<file path="src/hw/rtl/rmq_pkg.sv">
package rmq_pkg;

	localparam int QW     = 18;   // Q2.16 field width
	localparam int DW     = 19;   // sum or difference of two fields
	localparam int VW     = 20;   // candidate value, unsigned
	localparam int RADW   = 50;   // value shifted up by 30
	localparam int ROOTW  = 25;   // floor(sqrt) width
	localparam int SREMW  = 27;
	localparam int SQ_CELLS = 25;
	localparam int QUOW   = 20;   // quotient bits
	localparam int DREMW  = 26;
	localparam int DIV_CELLS = 20;
	localparam int LANES  = 3;

	localparam logic [VW-1:0] THRESH = VW'(4096);

	typedef enum logic [1:0] {
		CAND_W = 2'd0,
		CAND_Z = 2'd1,
		CAND_Y = 2'd2,
		CAND_X = 2'd3
	} cand_t;

	typedef struct packed {
		logic                 ok;
		cand_t                k;
		logic signed [DW-1:0] d0;
		logic signed [DW-1:0] d1;
		logic signed [DW-1:0] d2;
	} sq_side_t;

	typedef struct packed {
		logic [SREMW-1:0] rem;
		logic [ROOTW-1:0] root;
		logic [RADW-1:0]  rad;
	} sq_word_t;

	typedef struct packed {
		logic             ok;
		cand_t            k;
		logic [QW-1:0]    mainc;
		logic [LANES-1:0] neg;
		logic [ROOTW-1:0] q;
	} dv_side_t;

	typedef struct packed {
		logic [DREMW-1:0] rem;
		logic [QUOW-1:0]  num;
		logic [QUOW-1:0]  quo;
	} dv_lane_t;

endpackage

</file>
<file path="src/hw/rtl/rmq_div_cell.sv">
module rmq_div_cell import rmq_pkg::*; (
	input  logic                clk,
	input  logic                arst_n,
	input  logic                en,
	input  logic                in_v,
	input  dv_side_t            in_side,
	input  dv_lane_t [LANES-1:0] in_lane,
	output logic                out_v,
	output dv_side_t            out_side,
	output dv_lane_t [LANES-1:0] out_lane
);

	dv_lane_t [LANES-1:0] nxt;
	logic [DREMW-1:0]     part [LANES];

	always_comb begin
		for (int j = 0; j < LANES; j++) begin
			part[j] = {in_lane[j].rem[DREMW-2:0], in_lane[j].num[QUOW-1]};
			nxt[j].num = {in_lane[j].num[QUOW-2:0], 1'b0};
			if (part[j] >= {1'b0, in_side.q}) begin
				nxt[j].rem = part[j] - {1'b0, in_side.q};
				nxt[j].quo = {in_lane[j].quo[QUOW-2:0], 1'b1};
			end else begin
				nxt[j].rem = part[j];
				nxt[j].quo = {in_lane[j].quo[QUOW-2:0], 1'b0};
			end
		end
	end

	always_ff @(posedge clk or negedge arst_n) begin
		if (!arst_n) begin
			out_v <= 1'b0;
		end else if (en) begin
			out_v <= in_v;
		end
	end

	always_ff @(posedge clk) begin
		if (en) begin
			out_side <= in_side;
			out_lane <= nxt;
		end
	end

endmodule

</file>
<file path="config.mk">
export PLATFORM = sky130hd
export DESIGN_NAME = rmq_div_cell
export DESIGN_NICKNAME = d
export VERILOG_FILES = /design/src/hw/rtl/rmq_pkg.sv /design/src/hw/rtl/rmq_div_cell.sv
export SDC_FILE = /design/constraint.sdc
export NUM_CORES = 1
export LEC_CHECK = 0
export BUFFER_PORTS_ARGS = -buffer_cell sky130_fd_sc_hd__buf_2
export CAP_MARGIN = 25
export CORE_AREA = 2 2 192 194
export CTS_CLUSTER_SIZE = 30
export DETAILED_ROUTE_END_ITERATION = 16
export DIE_AREA = 0 0 194 196
export GPL_ROUTABILITY_DRIVEN = 0
export SETUP_SLACK_MARGIN = 0.2
export SLEW_MARGIN = 20
export SYNTH_ARGS = -nofsm -noshare
export SYNTH_HDL_FRONTEND = slang
export SYNTH_SLANG_ARGS = --single-unit
</file>
<file path="constraint.sdc">
create_clock -name clk -period 0.8 [get_ports clk]
set_clock_uncertainty 0.1 [all_clocks]
set_input_delay 0.16 -clock clk [delete_from_list [all_inputs] [get_ports clk]]
set_output_delay 0.16 -clock clk [all_outputs]
set_load 0.05 [all_outputs]
</file>
## Yosys cells after proc, flatten, opt, wreduce, memory -nomap -nowiden

Index checks and enable logic that the tools add are counted.

| storage, ports and cells | value |
|---|---|
| register bits after elaboration | 245 |
| bits of input ports | 251 |
| output and inout bits | 248 |
| logic and storage cells | 27 |

| cells by class | value |
|---|---|
| add/subtract/negate cells | 3 |
| magnitude comparators | 3 |
| mux-type cells | 6 |

Operators with widths:

| cell | count |
|---|---|
| $ge A26 B25 Y1 | 3 |
| $mux W26 | 3 |
| $sub A26 B25 Y26 | 3 |
| $mux W1 | 3 |

## Depth between registers and ports, before layout

| depth | value |
|---|---|
| word-level depth | 2 |
| gate-level depth with buffers | 14 |
| depth with buffers taken out | 12 |

## Worst setup path before layout

No wires, ideal clock.

| timing path | value |
|---|---|
| path kind | input to register |
| start point | input port in_lane[105] (netlist bit) |
| end point | register out_lane[109] (netlist bit), data pin |
| arrival | 2.595 ns |
| required time | 0.440 ns |
| setup slack | -2.155 ns |
| cell stages on the path | 13 |
| path buffers | 2 |
| path through | inv_1 > ha_1 > inv_1 > fa_1 > a21o_1 > a21o_1 > a211oi_1 > o311a_1 > nor4_1 > or3b_1 > clkbuf_1 > buf_2 > mux2_2 |

RTL lines:

| what | line | text |
|---|---|---|
| start, declared | rmq_div_cell.sv:7 | `input dv_lane_t [LANES-1:0] in_lane,` |
| end signal, assigned | rmq_div_cell.sv:41 | `out_lane <= nxt;` |
| end, declared | rmq_div_cell.sv:10 | `output dv_lane_t [LANES-1:0] out_lane` |

==> impl_metrics.ini <==
[status]
violations = negative hold slack, negative setup slack
status = finished, violations left

[clock_tree]
clock-root-buffer = clkbuf_16
clk_pin_slew_worst_paths_ns = 0.07
cts_buffers = 28
cts_buffer_depth = 3
clock_latency_ns = 0.57
cts.sinks = 245
cts_tree = yes
htree_levels = 1

[worst_setup_path]
arrival_ns = 2.67
required_ns = 1.01
worstSetupEndpointType = flip-flop
critical_path_buf_inv_count = 4
cpPeakStageDelay_ns = 0.40
crit_fanout = 8
cp_top_family = compound AO/OA/AOI/OAI gates
rrSetupSlack_ns = -0.26
r2r-end = out_v$_DFFE_PN0P_
crit_type = in2reg
cp_cell_sequence = buf_8 > clkinvlp_4 > buf_12 > fa_2 > a21o_1 > a21o_1 > a211oi_2 > o311a_1 > nor4_2 > or3b_4 > buf_4 > nor2b_1 > mux2_2
reg2reg_from = out_v$_DFFE_PN0P_
worstSetupStartpoint = in_side[1]
start_kind = input port
cp_common_cell = a21o_1
reg2regPathDepth = 2
crit_slowest_cell = or3b_4

[synthesis]
yosysSeqAreaShare_pct = 59.87
avgSynthCellArea_um2 = 12.52
syn-cell-area_um2 = 12280
netlist_instances = 981
synth-edff-count = 244
yosysTopAreaCellShare_pct = 59.66
synthFlopType = edfxtp_1
synth-async-reset-ratio_pct = 0.4082
ys_warn_count = 0
synth_top_cell_by_area = edfxtp_1
ys_top_cells_by_area = edfxtp_1 60%, ha_1 7.6%, o21ai_0 3.1%
ys_types = 66
ys_ff_latch = 245

[grt]
grt_pass1_vias = 12530
grt-ovfl-total = 0
grt_use_total_pct = 27.23
grt_pass1_wl_um = 77920
antenna_found_initial = 11
grt_start_max_net_pins = 49

[floorplanning]
ioPinCount = 499
fp-row-count = 70
fp.dieH_um = 196
start_util_pct = 34.03
die_x_um = 194
dieArea_um2 = 38020
coreArea_um2 = 36080

[sta]
finalCriticalPeriod_ns = 2.456
setup_tns_ns = -271.96
setup_viol = 327
drv_slew = 0
hold_viol = 199
period_share_pct = 307.0
rsz0062_at_grt = true
fmax_mhz = 407.2
hold_slack_ns = -0.3010
setup_slack_ns = -1.656

[power_and_ir_drop]
ir_drop_v = 0.002118
power_density_nw_per_um2 = 2032
leakagePower_nw = 11.15

[route]
drc = 0
ant_nets = 0
drt_iter0_drc = 707
firstDrtPassIters = 6
wl_per_cell_um = 23.06
routed_wirelength_um = 55780
num_vias = 12360
routed_via_density = 5.109

[final_layout]
utilization_pct = 66.82
fin_nets = 2255
area_growth_pct = 96.33
drive_gt1_share_pct = 52.93

[place]
detailed_place_hpwl_um = 39840
portBuffers = 489

[min_path]
hold_class = in2reg
hold_depth = 1
hp-start = in_lane[67]
min_to = out_lane[68]$_DFFE_PP_

[job]
maxCapViolCount = 0
-- worst reg2reg max path, stage by stage, from the launching register on --
cell	delay, ns
dfrtp_2	0.45
buf_6	0.13
mux2_2	0.26
-- synthesized netlist by cell type (all sizes together) (4+ instances only) --
cell and number:
o21a 4, edfxtp 244, xnor2 38, a21oi 73, a31oi 12, nor2 54
and3 5, o31ai 5, clkbuf 19, a21o 39, or3 6, o21ai 77
a211oi 11, nand4 10, xor2 29, o211ai 10, ha 75, inv 47
nor2b 6, o21bai 11, nand3 24, buf 12, nand2 80, mux2 20
nand2b 10
-- registers in the layout, summed over array words and instances, names as in the netlist --
signal	flops
out_lane	195
out_side	49
out_v	1
-- cell type report --
| type | count | area, µm² |
|---|---|---|
| Antenna cell | 3 | 7.507 |
| Clock buffer | 34 | 764.5 |
| Clock inverter | 18 | 182.7 |
| Fill cell | 2491 | 11970 |
| Inverter | 47 | 224.0 |
| Multi-Input combinational cell | 660 | 5440 |
| Sequential cell | 245 | 7353 |
| Tap cell | 468 | 585.6 |
| Timing Repair Buffer | 944 | 9553 |
-- worst max path at each step --
stage                               to  slack (ns)  cells past startpoint
2_1_floorplan  out_lane[112]$_DFFE_PP_       -1.98                     11
3_3_place_gp   out_lane[112]$_DFFE_PP_       -2.24                     12
3_5_place_dp   out_lane[112]$_DFFE_PP_       -2.28                     12
4_1_cts        out_lane[131]$_DFFE_PP_       -1.60                     13
5_1_grt        out_lane[131]$_DFFE_PP_       -1.71                     13
6_report       out_lane[131]$_DFFE_PP_       -1.66                     13
-- per-stage QoR --
step	power (mW)	cells	hold WS, ns	setup WS [ns]	area [µm²]
4_1_cts	48.30	2399	-0.3101	-1.597	23400
5_1_grt	50.53	2419	-0.3159	-1.710	24110
2_1_floorplan	24.89	983	-0.2356	-1.981	12620
6_report	48.99	2419	-0.3010	-1.656	24110
3_3_place_gp	32.40	2177	-0.1621	-2.237	19320
3_5_place_dp	32.53	2177	-0.1618	-2.284	19320
-- where the power goes --
group | internal [mW] | switching (mW) | total, mW | leakage, nW
Clock | 7.80 | 5.59 | 13.4 | 0.458
Sequential | 15.8 | 1.01 | 16.9 | 2.40
Combinational | 8.76 | 9.99 | 18.7 | 8.30
-- repair_timing --
action	in CTS	in global routing
cloned	5	5
setup endpoints to repair	327	419
setup buffers	33	8
resized for setup	433	158
pin swaps	50	32
hold buffers	132	4
hold endpoints to repair	247	203
-- cells in the final DEF (no fill, tap or decap), types with 18 or more instances in the layout --
cell type         n
buf_12          134
a21oi_1          58
nor2_1           42
inv_1            29
buf_6           159
buf_4           264
ha_1             56
dlymetal6s4s_1   91
o21ai_0          26
o21ai_1          26
nand2_1          58
buf_2           236
edfxtp_1        244
nand3_1          18
o21ai_2          24
a21o_1           39
clkbuf_16        33
xor2_1           29
nand2_2          19
dlygate4sd3_1    45
ha_4             19
xnor2_1          36
-- cells by family after synthesis --
kind of cell / share of synthesized area (%)
AND/OR/NAND/NOR: 8.345
AO/OA/AOI/OAI: 14.05
buffers and inverters: 2.741
flip-flops: 59.87
other: 0.03054
multiplexers: 2.058
adder cells (fa/ha/maj): 8.130
XOR/XNOR: 4.778
-- per-layer routing --
metal / vias up / track usage, % / share of wire (%)
li1: 5606 / - / -
met1: 6036 / 31.73 / 38
met2: 572 / 49.48 / 51
met3: 131 / 5.260 / 6.7
met4: 14 / 10.38 / 4.6
met5: - / 0 / 0.18
Power figures use the tool's default switching activity.
